[config.mk]
export PLATFORM = sky130hd
export DESIGN_NAME = queue_reverse_prefix_interleave
export DESIGN_NICKNAME = d
export VERILOG_FILES = /design/src/hw/rtl/qrpi_pkg.sv /design/src/hw/rtl/queue_reverse_prefix_interleave.sv /design/src/hw/rtl/qrpi_ram.sv /design/src/hw/rtl/qrpi_slot.sv
export VERILOG_INCLUDE_DIRS = /design/src /design/src/hw/rtl
export SDC_FILE = /design/constraint.sdc
export NUM_CORES = 1
export LEC_CHECK = 0
export ABC_AREA = 1
export BUFFER_PORTS_ARGS = -buffer_cell sky130_fd_sc_hd__buf_2
export CAP_MARGIN = 0
export CORE_UTILIZATION = 50
export DETAILED_ROUTE_END_ITERATION = 8
export PLACE_DENSITY_LB_ADDON = 0.08
export SLEW_MARGIN = 0
export SYNTH_ARGS = -nofsm -noshare
export SYNTH_HDL_FRONTEND = slang
export SYNTH_SLANG_ARGS = --single-unit
[constraint.sdc]
create_clock -name clk -period 7 [get_ports clk]
set_clock_uncertainty 0.05 [all_clocks]
set_input_delay 0.7 -clock clk [delete_from_list [all_inputs] [get_ports clk]]
set_output_delay 0.7 -clock clk [all_outputs]
set_load 0.1 [all_outputs]
[src/hw/rtl/queue_reverse_prefix_interleave_assert.svh]
// Assertion macros for the queue block; they expect clk and rst_n in scope.
`ifndef QUEUE_REVERSE_PREFIX_INTERLEAVE_ASSERT_SVH
`define QUEUE_REVERSE_PREFIX_INTERLEAVE_ASSERT_SVH

`ifndef SYNTH
`define QRPI_ASSERT_IMP(lbl, ante, cons) \
  lbl: assert property (@(posedge clk) disable iff (!rst_n) (ante) |-> (cons)) \
    else $error("qrpi assertion failed");
`define QRPI_ASSERT_NXT(lbl, ante, cons) \
  lbl: assert property (@(posedge clk) disable iff (!rst_n) (ante) |=> (cons)) \
    else $error("qrpi assertion failed");
`else
`define QRPI_ASSERT_IMP(lbl, ante, cons)
`define QRPI_ASSERT_NXT(lbl, ante, cons)
`endif

`endif

[src/hw/rtl/qrpi_pkg.sv]
`default_nettype none
package qrpi_pkg;

  localparam int DEPTH      = 16;
  localparam int DATA_WIDTH = 32;
  localparam int PTR_W      = $clog2(DEPTH);
  localparam int CNT_W      = $clog2(DEPTH + 1);
  localparam int KIND_W     = 2;
  localparam int STAT_W     = 3;

  typedef logic [KIND_W-1:0] kind_t;
  typedef logic [STAT_W-1:0] status_t;
  typedef logic [PTR_W-1:0]  ptr_t;
  typedef logic [CNT_W-1:0]  cnt_t;

  localparam kind_t KIND_ENQ = 2'd0;
  localparam kind_t KIND_DEQ = 2'd1;
  localparam kind_t KIND_REV = 2'd2;
  localparam kind_t KIND_ILV = 2'd3;

  localparam status_t ST_OK    = 3'd0;
  localparam status_t ST_FULL  = 3'd1;
  localparam status_t ST_EMPTY = 3'd2;
  localparam status_t ST_BADK  = 3'd3;
  localparam status_t ST_ODD   = 3'd4;

endpackage
`default_nettype wire

[src/hw/rtl/queue_reverse_prefix_interleave.sv]
`default_nettype none
// Bounded circular FIFO of signed words driven by one command per beat.
// Command channel: a beat (in_kind, in_data_in, in_prefix_len) is taken on a
// rising edge with start high and busy low. busy stays high while a command
// is being worked on.
// Result channel: one result beat per command, shown for a single cycle with
// out_strobe high; out_data_out, out_status and out_occupancy are valid then.
// The receiver cannot stall the block, so results must be captured at once.
// Path from the accepting edge to the result beat:
//   enqueue and any rejected command: result registered straight from S_IDLE
//   dequeue: S_DEQ (registered read of the entry store)
//   reverse of k entries, k >= 2: S_COPY, S_BACK, S_FIN
//   interleave of c entries, c >= 2: S_COPY, S_BACK, S_FIN
// Reverse and interleave copy the entries one per cycle into a scratch store
// in their new order and then one per cycle back; a single slot adder forms
// every entry-store address. A new command may follow the result beat's cycle.
// Synchronous active-low reset empties the queue; the entry store itself is
// not cleared and no stale entry is ever read.
module queue_reverse_prefix_interleave (
  input  wire logic                              clk,
  input  wire logic                              rst_n,
  input  wire logic                              start,
  output logic                                   busy,
  input  wire logic [qrpi_pkg::KIND_W-1:0]       in_kind,
  input  wire logic signed [31:0]                in_data_in,
  input  wire logic [4:0]                        in_prefix_len,
  output logic                                   out_strobe,
  output logic signed [31:0]                     out_data_out,
  output logic [qrpi_pkg::STAT_W-1:0]            out_status,
  output logic [4:0]                             out_occupancy
);
  import qrpi_pkg::*;

  `include "queue_reverse_prefix_interleave_assert.svh"

  localparam logic [2:0] S_IDLE = 3'd0;
  localparam logic [2:0] S_DEQ  = 3'd1;
  localparam logic [2:0] S_COPY = 3'd2;
  localparam logic [2:0] S_BACK = 3'd3;
  localparam logic [2:0] S_FIN  = 3'd4;

  localparam cnt_t DEPTH_C = CNT_W'(DEPTH);
  localparam ptr_t LAST_P  = PTR_W'(DEPTH - 1);
  localparam int   KCW     = CNT_W + 5;

  logic [2:0] state_r, state_nxt;
  ptr_t       head_r, head_nxt;
  cnt_t       count_r, count_nxt;
  cnt_t       n_r, n_nxt;
  cnt_t       idx_r, idx_nxt;
  cnt_t       wr_idx_r, wr_idx_nxt;
  logic       rev_r, rev_nxt;
  logic       copy_wr_r, copy_wr_nxt;
  logic       back_wr_r, back_wr_nxt;

  logic           strobe_r, strobe_nxt;
  logic [31:0]    dout_r, dout_nxt;
  status_t        st_r, st_nxt;
  logic [4:0]     occ_r, occ_nxt;

  cnt_t                  offset;
  cnt_t                  half;
  cnt_t                  src;
  ptr_t                  slot;
  logic                  ent_we;
  logic [DATA_WIDTH-1:0] ent_wdata;
  logic [DATA_WIDTH-1:0] ent_rdata;
  logic [DATA_WIDTH-1:0] scr_rdata;

  qrpi_slot u_slot (
    .head   (head_r),
    .offset (offset),
    .slot   (slot)
  );

  qrpi_ram #(.W(DATA_WIDTH), .D(DEPTH)) u_entries (
    .clk   (clk),
    .we    (ent_we),
    .waddr (slot),
    .wdata (ent_wdata),
    .raddr (slot),
    .rdata (ent_rdata)
  );

  qrpi_ram #(.W(DATA_WIDTH), .D(DEPTH)) u_scratch (
    .clk   (clk),
    .we    (copy_wr_r),
    .waddr (wr_idx_r[PTR_W-1:0]),
    .wdata (ent_rdata),
    .raddr (idx_r[PTR_W-1:0]),
    .rdata (scr_rdata)
  );

  // source offset of the entry that lands at position idx_r
  always_comb begin
    half = n_r >> 1;
    if (rev_r) begin
      src = n_r - idx_r - CNT_W'(1);
    end else if (idx_r[0]) begin
      src = half + (idx_r >> 1);
    end else begin
      src = idx_r >> 1;
    end
  end

  always_comb begin
    state_nxt   = state_r;
    head_nxt    = head_r;
    count_nxt   = count_r;
    n_nxt       = n_r;
    idx_nxt     = idx_r;
    wr_idx_nxt  = wr_idx_r;
    rev_nxt     = rev_r;
    copy_wr_nxt = 1'b0;
    back_wr_nxt = 1'b0;
    strobe_nxt  = 1'b0;
    dout_nxt    = dout_r;
    st_nxt      = st_r;
    occ_nxt     = occ_r;
    offset      = '0;
    ent_we      = 1'b0;
    ent_wdata   = scr_rdata;

    case (state_r)
      S_IDLE: begin
        if (start) begin
          strobe_nxt = 1'b1;
          dout_nxt   = '0;
          st_nxt     = ST_OK;
          occ_nxt    = 5'(count_r);
          case (in_kind)
            KIND_ENQ: begin
              offset = count_r;
              if (count_r == DEPTH_C) begin
                st_nxt = ST_FULL;
              end else begin
                ent_we    = 1'b1;
                ent_wdata = in_data_in[DATA_WIDTH-1:0];
                count_nxt = count_r + CNT_W'(1);
                occ_nxt   = 5'(count_r + CNT_W'(1));
              end
            end
            KIND_DEQ: begin
              if (count_r == '0) begin
                st_nxt   = ST_EMPTY;
                dout_nxt = '1;
              end else begin
                strobe_nxt = 1'b0;
                state_nxt  = S_DEQ;
              end
            end
            KIND_REV: begin
              if (in_prefix_len == '0 || KCW'(in_prefix_len) > KCW'(count_r)) begin
                st_nxt = ST_BADK;
              end else if (in_prefix_len != 5'd1) begin
                strobe_nxt = 1'b0;
                n_nxt      = CNT_W'(in_prefix_len);
                rev_nxt    = 1'b1;
                idx_nxt    = '0;
                state_nxt  = S_COPY;
              end
            end
            KIND_ILV: begin
              if (count_r[0]) begin
                st_nxt = ST_ODD;
              end else if (count_r != '0) begin
                strobe_nxt = 1'b0;
                n_nxt      = count_r;
                rev_nxt    = 1'b0;
                idx_nxt    = '0;
                state_nxt  = S_COPY;
              end
            end
            default: begin
              st_nxt = ST_OK;
            end
          endcase
        end
      end
      S_DEQ: begin
        strobe_nxt = 1'b1;
        dout_nxt   = 32'(signed'(ent_rdata));
        st_nxt     = ST_OK;
        occ_nxt    = 5'(count_r - CNT_W'(1));
        count_nxt  = count_r - CNT_W'(1);
        head_nxt   = (head_r == LAST_P) ? '0 : head_r + PTR_W'(1);
        state_nxt  = S_IDLE;
      end
      S_COPY: begin
        offset      = src;
        copy_wr_nxt = 1'b1;
        wr_idx_nxt  = idx_r;
        if (idx_r == n_r - CNT_W'(1)) begin
          idx_nxt   = '0;
          state_nxt = S_BACK;
        end else begin
          idx_nxt = idx_r + CNT_W'(1);
        end
      end
      S_BACK: begin
        offset      = wr_idx_r;
        ent_we      = back_wr_r;
        back_wr_nxt = 1'b1;
        wr_idx_nxt  = idx_r;
        if (idx_r == n_r - CNT_W'(1)) begin
          state_nxt = S_FIN;
        end else begin
          idx_nxt = idx_r + CNT_W'(1);
        end
      end
      S_FIN: begin
        offset     = wr_idx_r;
        ent_we     = back_wr_r;
        strobe_nxt = 1'b1;
        dout_nxt   = '0;
        st_nxt     = ST_OK;
        occ_nxt    = 5'(count_r);
        state_nxt  = S_IDLE;
      end
      default: begin
        state_nxt = S_IDLE;
      end
    endcase
  end

  always_ff @(posedge clk) begin
    if (!rst_n) begin
      state_r   <= S_IDLE;
      head_r    <= '0;
      count_r   <= '0;
      copy_wr_r <= 1'b0;
      back_wr_r <= 1'b0;
      strobe_r  <= 1'b0;
    end else begin
      state_r   <= state_nxt;
      head_r    <= head_nxt;
      count_r   <= count_nxt;
      copy_wr_r <= copy_wr_nxt;
      back_wr_r <= back_wr_nxt;
      strobe_r  <= strobe_nxt;
    end
  end

  always_ff @(posedge clk) begin
    n_r      <= n_nxt;
    idx_r    <= idx_nxt;
    wr_idx_r <= wr_idx_nxt;
    rev_r    <= rev_nxt;
    dout_r   <= dout_nxt;
    st_r     <= st_nxt;
    occ_r    <= occ_nxt;
  end

  assign busy          = (state_r != S_IDLE);
  assign out_strobe    = strobe_r;
  assign out_data_out  = signed'(dout_r);
  assign out_status    = st_r;
  assign out_occupancy = occ_r;

  `QRPI_ASSERT_IMP(a_count_bound, 1'b1, count_r <= DEPTH_C)
  `QRPI_ASSERT_IMP(a_no_beat_mid_move, state_r == S_COPY || state_r == S_BACK, !strobe_r)
  `QRPI_ASSERT_IMP(a_copy_idx_range, state_r == S_COPY || state_r == S_BACK, idx_r < n_r)
  `QRPI_ASSERT_NXT(a_enq_grows,
                   start && !busy && in_kind == KIND_ENQ && count_r != DEPTH_C,
                   strobe_r && count_r == $past(count_r) + CNT_W'(1))

endmodule
`default_nettype wire

[src/hw/rtl/qrpi_ram.sv]
`default_nettype none
module qrpi_ram #(
  parameter int W  = 32,
  parameter int D  = 16,
  parameter int AW = $clog2(D)
) (
  input  wire logic          clk,
  input  wire logic          we,
  input  wire logic [AW-1:0] waddr,
  input  wire logic [W-1:0]  wdata,
  input  wire logic [AW-1:0] raddr,
  output logic      [W-1:0]  rdata
);

  logic [W-1:0] mem [D];
  logic [W-1:0] rdata_r;

  always_ff @(posedge clk) begin
    if (we) begin
      mem[waddr] <= wdata;
    end
    rdata_r <= mem[raddr];
  end

  assign rdata = rdata_r;

endmodule
`default_nettype wire

[src/hw/rtl/qrpi_slot.sv]
`default_nettype none
module qrpi_slot (
  input  wire qrpi_pkg::ptr_t head,
  input  wire qrpi_pkg::cnt_t offset,
  output qrpi_pkg::ptr_t      slot
);
  import qrpi_pkg::*;

  localparam logic [CNT_W:0] DEPTH_S = (CNT_W + 1)'(DEPTH);

  logic [CNT_W:0] sum;

  // head + offset modulo the queue depth
  always_comb begin
    sum = (CNT_W + 1)'(head) + (CNT_W + 1)'(offset);
    if (sum >= DEPTH_S) begin
      sum = sum - DEPTH_S;
    end
    slot = sum[PTR_W-1:0];
  end

endmodule
`default_nettype wire

# Yosys cells after proc, flatten, opt, wreduce, memory -nomap -nowiden
# Memories as Yosys holds them, arrays and structs flattened. A register that Yosys moved wholly into a read port is not among the register bits.
# Index checks and enable logic that the tools add are counted.
# totals
register_bits	71
mem_bits_rw	1024
in_bits	42
wordCells	148
n_memories	2
# memory_table
memory	depth	width	read_ports	rd_ports_with_merged_regs	wr	line	rtl
u_entries.mem	16	32	1	1	1	qrpi_ram.sv:15	logic [W-1:0] mem [D];
u_scratch.mem	16	32	1	1	1	qrpi_ram.sv:15	
# op_classes
add_sub_neg	10
n_lt_le_gt_ge	2
n_eq_ne	26
mux	74
reduce_logical	21
# op_table
op	n
32-bit two-way mux	7
32-bit one-hot mux with 3 select lines	1
5-bit two-way mux	18
5-bit one-hot mux with 3 select lines	3
3-bit two-way mux	10
5-bit one-hot mux with 2 select lines	3
1-bit two-way mux	20
3-bit one-hot mux with 3 select lines	2
2-bit inequality test (second input constant)	8
3-bit inequality test (second input constant)	5
5-bit by 1-bit subtractor with 5-bit output (second input constant)	3
3-bit one-hot mux with 4 select lines	1
5-bit by 1-bit adder with 5-bit output (second input constant)	2
5-bit zero test	2
9-bit AND reduction	1
3-bit nonzero test	3
4-bit two-way mux	2
8-bit AND reduction	1
7-bit AND reduction	1
4-bit by 5-bit adder with 6-bit output	1
3-bit by 2-bit equality test with 1-bit output (second input constant)	2
6-bit by 5-bit greater-or-equal comparator with 1-bit output (second input constant)	1
1-bit one-hot mux with 2 select lines	3
3-bit one-hot mux with 2 select lines	1
24 further kinds	32

# Logic depth before layout (Yosys ltp)
# Gate-level depths: netlist of the first run.
# depth
word_depth	7
mapped_depth	21
ltp_nobuf	17

# Hierarchy
# A second synthesis of the first run with hierarchy kept.
# hier_totals
cells_unflattened	4824
hier_area_um2	50001.7
# modules_own_cells
mod	instances	cells_each	area_each_um2	seq_area_each_um2
qrpi_ram	2	2120	22730.6	16015.4
queue_reverse_prefix_interleave	1	567	4416.7	1981.9
qrpi_slot	1	17	123.9	0.0

# Worst setup path before layout of the first run
# Ideal clock, no wire load.
# synth_path
kind	register to register
from	reg idx_r[0]
to	mem u_entries.mem[10][0] (enable)
arrival_ns	4.702
required_ns	6.529
setup_slack_ns	1.827
stages_incl_launch_ff	17
path_buffers	6
period_less_slack_ns	5.173
cell_sequence	edfxtp_1 buf_2 inv_1 buf_2 buf_2 ha_1 fa_1 o21ai_0 o221ai_1 fa_1 buf_4 nand2_1 inv_2 buf_2 buf_2 nand2_1 nor2_1
# synth_between
elab_chain_cells	7
# synth_lines
element	line	rtl
start, declared	queue_reverse_prefix_interleave.sv:50	cnt_t idx_r, idx_nxt;
start signal, assigned	queue_reverse_prefix_interleave.sv:246	idx_r <= idx_nxt;
5-bit subtractor	queue_reverse_prefix_interleave.sv:98	src = n_r - idx_r - CNT_W'(1);
5-bit by 1-bit subtractor with 5-bit output	queue_reverse_prefix_interleave.sv:98	
5-bit two-way mux *	queue_reverse_prefix_interleave.sv:97	if (rev_r) begin
5-bit one-hot mux with 3 select lines *	queue_reverse_prefix_interleave.sv:124	case (state_r)
4-bit by 5-bit adder with 6-bit output *	qrpi_slot.sv:15	sum = (CNT_W + 1)'(head) + (CNT_W + 1)'(offset);
6-bit by 5-bit greater-or-equal comparator with 1-bit output / 4-bit by 1-bit subtractor with 4-bit output (equally long branches)	qrpi_slot.sv:16, qrpi_slot.sv:17	
4-bit two-way mux *	qrpi_slot.sv:16	if (sum >= DEPTH_S) begin
end, declared	qrpi_ram.sv:15	
# Mark *: on every way between the ends. The rest lies on a longest branch, timed or not.

# Worst setup path after layout of the first run
# layout_path
from	reg idx_r[1]
to	mem u_entries.mem[9][9] (enable)
# layout_between
elab_chain_cells	7
# layout_lines
element	line
5-bit subtractor / 4-bit by 4-bit adder with 5-bit output (equally long branches)	queue_reverse_prefix_interleave.sv:98, queue_reverse_prefix_interleave.sv:100
5-bit by 1-bit subtractor with 5-bit output / 5-bit two-way mux (equally long branches)	queue_reverse_prefix_interleave.sv:98, queue_reverse_prefix_interleave.sv:99
5-bit two-way mux *	queue_reverse_prefix_interleave.sv:97
5-bit one-hot mux with 3 select lines *	queue_reverse_prefix_interleave.sv:124
4-bit by 5-bit adder with 6-bit output *	qrpi_slot.sv:15
6-bit by 5-bit greater-or-equal comparator with 1-bit output / 4-bit by 1-bit subtractor with 4-bit output (equally long branches)	qrpi_slot.sv:16, qrpi_slot.sv:17
4-bit two-way mux *	qrpi_slot.sv:16
# Marks and branches as above.

==> run_results.csv, run 1 <==
group,metric,value,unit
timing,hold_viol_final,0,
synth,post_synth_num_cell_types,45,
worst_setup_path,worst-setup-path-type,"register to register",
synth,synth_edf_count,1079,
cts,h-tree-depth,3,
synth,synth_nets,3235,
cts,path_clk_slew,60,ps
detailed_routing,detail_route.wl_per_cell,26.3,µm
power_and_ir_drop,p_per_area,471,nW/µm²
detailed_routing,drc_errors,0,
synth,synth_seq_cells,1158,
synth,syn-mean-instance-area,14.1,µm²
synth,synth_top_area_share,0.726,
floorplan,die_h,301,µm
synth,synthTopCellsByCount,"edfxtp_1 (1,079), nand2_1 (548), nor2_1 (232)",
synth,synth_fa_ha_area_frac,0.00780,
global_route,grt_use_met3,0.0430,
synth,synthSimpleGateAreaFrac,0.0891,
global_route,grt_pass1_wl,174000,µm
global_route,use_met2,0.423,
floorplan,fp.dieArea,90400,µm²
detailed_routing,drt_iter0_markers,2671,
floorplan,core_area,88400,µm²
detailed_routing,ant_nets,0,
cells_and_area,synthToLayoutAreaGrowth,12.2,%
power_and_ir_drop,totalPowerFinal,23.6,mW
synth,synth_top_family_by_area,"compound AO/OA/AOI/OAI gates",
worst_setup_path,slowest_delay,1070,ps
timing,rsz0062_at_grt,"false",
timing,relSlewSlack,0.151,
detailed_routing,vias_per_cell,6.00,
placed_design,dp_hpwl,65500,µm
floorplan,io_pins,84,
floorplan,initial_utilization,0.505,
job,maxCapViolations,0,
cells_and_area,drive_above_1_share,0.132,
global_route,gr-usage-all-layers,0.263,
worst_setup_path,cp.arrival,6020,ps
floorplan,rows,109,
power_and_ir_drop,pwr-share-clk,0.256,
timing,worst_pin_slew,1270,ps
synth,post-synth-top-count-cell,"edfxtp_1",
synth,synth_xor_area_frac,0.00311,
placed_design,io_buffers,83,
synth,synth.cell_area,44600,µm²
worst_setup_path,worst_ep_required_time,7240,ps
timing,setup-tns-final,0,ps
worst_setup_path,startpoint_type,"register",
placed_design,gp_congestion,0.892,
synth,synth_top_area_cell,"edfxtp_1",
detailed_routing,drt_first_pass_iters,5,
cts,cts_resized,0,
synth,synthCells,3167,
synth,ys_warn_count,0,
cts,cts_sinks,1158,
floorplan,die_w,301,µm
synth,synth-seq-area-share,0.762,
worst_hold_path,hold_class,"input pin to register",
timing,period_share,0.826,
power_and_ir_drop,ir_drop,301,µV
timing,setup_violations,0,
global_route,grt_overflow,0,
cells_and_area,final_nets,3304,
global_route,grt_pass1_vias,26569,
global_route,grt.busiest_layer,"met2",
cts,clk_latency,680,ps
outcome,status,"completed",
power_and_ir_drop,power.leakage,16.8,nW
cts,root_buffer,"clkbuf_16",
worst_setup_path,critical_path_peak_fanout,49,
power_and_ir_drop,power.internal,14.6,mW
cts,cts_hold_buf,0,
timing,fmax,173,MHz
cts,cts_tree,"built",
worst_setup_path,slowest_stage,"nor2_4",
synth,synth_compound_area_frac,0.105,
worst_setup_path,path_cells,"buf_4, ha_1, fa_1, a21oi_1, o21ai_0, o21ai_0, o221ai_1, fa_1, nor2_4, nand2_1, nor2_4",
worst_setup_path,end_kind,"register",
power_and_ir_drop,switching_share,0.382,
power_and_ir_drop,seq_power_share,0.420,
synth,async_flop_share,0,
cts,cts_buffers,115,
cells_and_area,final_util,0.566,
synth,synth_area_leaders,"edfxtp_1 (73%), nand2_1 (4.6%), dfxtp_1 (3.5%), a22oi_1 (3.1%), o21ai_0 (2.4%)",
cts,cts.path.max_buffers,3,
detailed_routing,totalWireLength,118000,µm
global_route,grt_max_degree,98,
global_route,use_met1,0.372,
synth,ys.flop_type,"edfxtp_1",
timing,drv_slew,0,
synth,synthMuxAreaShare,0.00808,
detailed_routing,vias,27011,
power_and_ir_drop,power_frac_comb,0.324,
global_route,antenna_found_initial,9,
cts,post_cts_buffers,0,
power_and_ir_drop,p_sw,9.02,mW
timing,fin_crit,5780,ps
-- flip-flops by register name (all words and copies together) (netlist names), 3 cells and up --
signal / cells
out_data_out: 32
u_scratch.mem: 512
head_r: 4
state_r: 3
idx_r: 5
out_occupancy: 5
u_scratch.rdata: 32
out_status: 3
u_entries.rdata: 32
u_entries.mem: 512
wr_idx_r: 4
n_r: 5
count_r: 5
-- stage by stage --
stage	hold slack (ps)	worst slack, ps	cells	instance area, µm²
after floorplan	429	1830	3167	44600
after global placement	449	1220	4284	46300
after detailed placement	474	1250	4284	46300
after CTS	269	1230	4502	50100
after global routing	305	965	4503	50100
final	302	1220	4505	50100
-- metal layers --
layer,vias to the layer above,part of all wire
met2,1007,0.47
met1,13790,0.43
met3,170,0.073
met5,-,0
li1,12044,-
met4,0,0.023
-- path summary, 6_finish.rpt --
check | from | end | slack (ps) | depth (start not counted)
worst max-delay path | idx_r[1]$_DFFE_PP_ | u_entries.mem[9][9]$_DFFE_PP_ | 1220 | 11
worst min-delay path | rst_n | head_r[2]$_SDFFE_PN0P_ | 300 | 3
worst max register to register | idx_r[1]$_DFFE_PP_ | u_entries.mem[9][9]$_DFFE_PP_ | 1220 | 11
worst min register to register | head_r[3]$_SDFFE_PN0P_ | head_r[3]$_SDFFE_PN0P_ | 490 | 2
-- layout by cell type (no fill, tap or decap), drive strengths merged, types with 6 or more instances in the layout --
cell and n:
o221ai 11, o21ai 220, xor2 9, nor3 12
inv 65, or2 35, nand3 85, o2111ai 78
xnor2 6, ha 23, a21o 19, a22oi 184
buf 140, dfxtp 79, mux2 32, o22ai 37
a21oi 112, nand4 31, clkinv 59, nand2 556
bufinv 10, edfxtp 1079, nor2 240, a221oi 18
clkbuf 146, o211ai 37
-- power groups by stage --
stage | registers [mW] | clock network, mW | logic, mW
after floorplan | 10.4 | 0 | 4.43
after global placement | 9.99 | 0 | 7.52
after detailed placement | 10.0 | 0 | 7.61
after CTS | 9.89 | 6.13 | 7.64
after global routing | 9.99 | 6.40 | 8.25
final | 9.90 | 6.04 | 7.63
-- worst max-delay path, delay by kind of cell, from the launching register on --
| kind | cells | cell delay, ps |
|---|---|---|
| AND/OR/NAND/NOR | 3 | 2200 |
| adder cells (fa/ha/maj) | 3 | 1510 |
| AO/OA/AOI/OAI | 4 | 600 |
| buffers and inverters | 1 | 600 |
| flip-flops | 1 | 370 |
-- cell type report --
cell class | count | area (µm²)
fillers | 7052 | 38300
flip-flops and latches | 1158 | 34000
multi-input cells | 1755 | 9770
clock buffers | 146 | 3100
well taps | 1165 | 1460
repair buffers | 140 | 868
clock inverters | 72 | 618
inverters | 66 | 254
diodes | 3 | 7.51
-- cell families after synthesis --
group	Yosys count
flip-flops	1158
AND/OR/NAND/NOR	960
AO/OA/AOI/OAI	722
buffers and inverters	254
multiplexers	32
adder cells (fa/ha/maj)	26
XOR/XNOR	15
Power figures use the tool's default switching activity.
==> inputs of run 2 (changes only) <==
Clock period 7 ns to 4.9 ns, I/O delays scaled along.
==> run 2 against run 1 <==
Against the previous run:
- wire length increased by 2.3%
- fmax increased by 26%
- combinational power rose by 47%
- first-iteration DRC count shrank 9.3%
- non-clock buffer count grew 35
- clock power up 51%
- core utilization grew 0.71 points
- cell count up 0.71%
- register-to-register slack lost 890 ps
- sequential share of layout area shrank 0.84 points
- critical endpoint is now u_entries.mem[15][21]$_DFFE_PP_
- largest cell class unchanged
- highest routed layer unchanged
==> run_results.csv, run 2 (synthesis results as in run 1) <==
group,metric,value,unit
worst_setup_path,worst_ep_required_time,5230,ps
global_route,grt_pass1_wl,178000,µm
placed_design,dpl.cell_count,4319,
placed_design,io_buffers,83,
power_and_ir_drop,p_sw,13.1,mW
global_route,grt.busiest_layer,"met2",
floorplan,die_w,301,µm
timing,fmax,219,MHz
worst_setup_path,critical_path_peak_fanout,11,
worst_setup_path,cp.arrival,4900,ps
power_and_ir_drop,power_frac_comb,0.325,
power_and_ir_drop,seq_power_share,0.411,
detailed_routing,drt_first_pass_iters,5,
cells_and_area,synthToLayoutAreaGrowth,13.6,%
floorplan,die_h,301,µm
timing,relSlewSlack,0.201,
floorplan,initial_utilization,0.505,
timing,rsz0062_at_grt,"false",
worst_setup_path,worst-setup-path-type,"register to register",
power_and_ir_drop,p_per_area,679,nW/µm²
detailed_routing,ant_nets,0,
power_and_ir_drop,power.leakage,17.2,nW
global_route,grt_pass1_vias,26901,
power_and_ir_drop,pwr-share-clk,0.264,
cts,cts_hold_buf,0,
cells_and_area,final_cell_mix,"edfxtp_1 (1,079), nand2_1 (547), o21ai_0 (211), nor2_1 (208), a22oi_1 (184)",
worst_setup_path,reg2reg_depth,15,
placed_design,dp_hpwl,68900,µm
power_and_ir_drop,ir_drop,658,µV
cts,path_clk_slew,70,ps
worst_hold_path,min_path_cells,3,
cells_and_area,drive_above_1_share,0.146,
global_route,grt_max_degree,93,
placed_design,gp_congestion,0.857,
cts,cts_sinks,1158,
detailed_routing,vias,27336,
cells_and_area,final_cells,4537,
timing,drv_slew,0,
timing,worst_pin_slew,1200,ps
worst_hold_path,hold_class,"input pin to register",
cts,root_buffer,"clkbuf_16",
worst_setup_path,end_kind,"register",
timing,period_share,0.933,
global_route,use_met2,0.434,
global_route,use_met1,0.389,
job,maxCapViolations,0,
cts,cts_resized,0,
worst_setup_path,startpoint_type,"register",
cts,clk_latency,690,ps
floorplan,core_area,88400,µm²
cts,post_cts_buffers,0,
detailed_routing,drc_errors,0,
global_route,gr-usage-all-layers,0.268,
global_route,antenna_found_initial,7,
timing,hold_slack,108,ps
global_route,grt_overflow,0,
detailed_routing,totalWireLength,121000,µm
detailed_routing,drt_iter0_markers,2422,
timing,setup_violations,0,
global_route,grt_use_met3,0.0333,
floorplan,io_pins,84,
floorplan,fp.dieArea,90400,µm²
outcome,status,"completed",
power_and_ir_drop,power.internal,21.4,mW
cells_and_area,final_nets,3339,
cts,cts.path.max_buffers,3,
cts,cts_tree,"built",
timing,hold_viol_final,0,
cts,h-tree-depth,3,
cells_and_area,final_common_cell,"edfxtp_1",
cells_and_area,top_regs,"u_entries.mem: 512 flops, u_scratch.mem: 512 flops",
timing,fin_crit,4570,ps
detailed_routing,vias_per_cell,6.03,
detailed_routing,detail_route.wl_per_cell,26.7,µm
power_and_ir_drop,switching_share,0.379,
floorplan,rows,109,
cts,cts_buffers,115,
==> run 2: cell count changes in the layout (fill, tap and decap cells not counted), moves of 2 or more <==
cell,delta
clkinvlp_4,+4
clkinv_8,-2
clkinv_4,+3
clkinv_1,-10
inv_16,+2
bufinv_16,+7
buf_12,+12
buf_4,+23
clkbuf_1,-9
clkinv_2,+2
==> run 2: cell type report <==
class,count,area (µm²)
inverter,66,254
fill,7006,37700
clock inverter,78,865
antenna,2,5.00
timing repair buffer,175,1280
sequential,1158,34000
multi-input combinational,1755,9770
clock buffer,138,3080
tap,1165,1460
==> run 2: worst paths after layout <==
kind / startpoint / endpoint / slack [ps]
worst max-delay path: n_r[1]$_DFFE_PP_ / u_entries.mem[15][21]$_DFFE_PP_ / 330
worst min-delay path: rst_n / head_r[2]$_SDFFE_PN0P_ / 110
worst max register to register: n_r[1]$_DFFE_PP_ / u_entries.mem[15][21]$_DFFE_PP_ / 330
worst min register to register: head_r[0]$_SDFFE_PN0P_ / head_r[0]$_SDFFE_PN0P_ / 480
==> run 2: layer usage <==
metal | up-vias | share of wire | routed length [µm]
met5 | - | 0 | 0
met4 | 0 | 0.018 | 2230
met3 | 176 | 0.062 | 7540
met2 | 1046 | 0.48 | 58200
met1 | 13972 | 0.44 | 53100
li1 | 12142 | - | -
==> run 2: metrics by stage <==
step / setup TNS [ps] / setup WS (ps) / area (µm²) / utilization / total power, mW
after floorplan: -95230 / -273 / 44600 / - / 21.3
after global placement: 0 / 433 / 46700 / 0.529 / 25.3
after detailed placement: 0 / 396 / 46700 / 0.529 / 25.5
after CTS: 0 / 370 / 50700 / 0.574 / 34.6
after global routing: 0 / 179 / 50700 / 0.574 / 35.9
final: 0 / 327 / 50700 / 0.574 / 34.4
==> run 2: critical path, stage by stage, from the launching register on <==
cell      delay, ps
edfxtp_1        480
ha_1            280
fa_1            480
a21oi_1          60
o21ai_0         110
o21ai_0         170
o221ai_1        340
ha_1            310
nand3_1          80
nand2_1          70
xor2_1          450
inv_1           160
nand2_4         130
nand3_1         320
nor2_4          500
buf_4           290
==> run 2: power groups by stage <==
stage	combinational [mW]	clock (mW)	sequential [mW]
6_report	11.2	9.10	14.2
5_1_grt	12.1	9.61	14.2
4_1_cts	11.2	9.24	14.1
3_5_place_dp	11.2	0	14.3
3_3_place_gp	11.1	0	14.3
2_1_floorplan	6.34	0	14.9
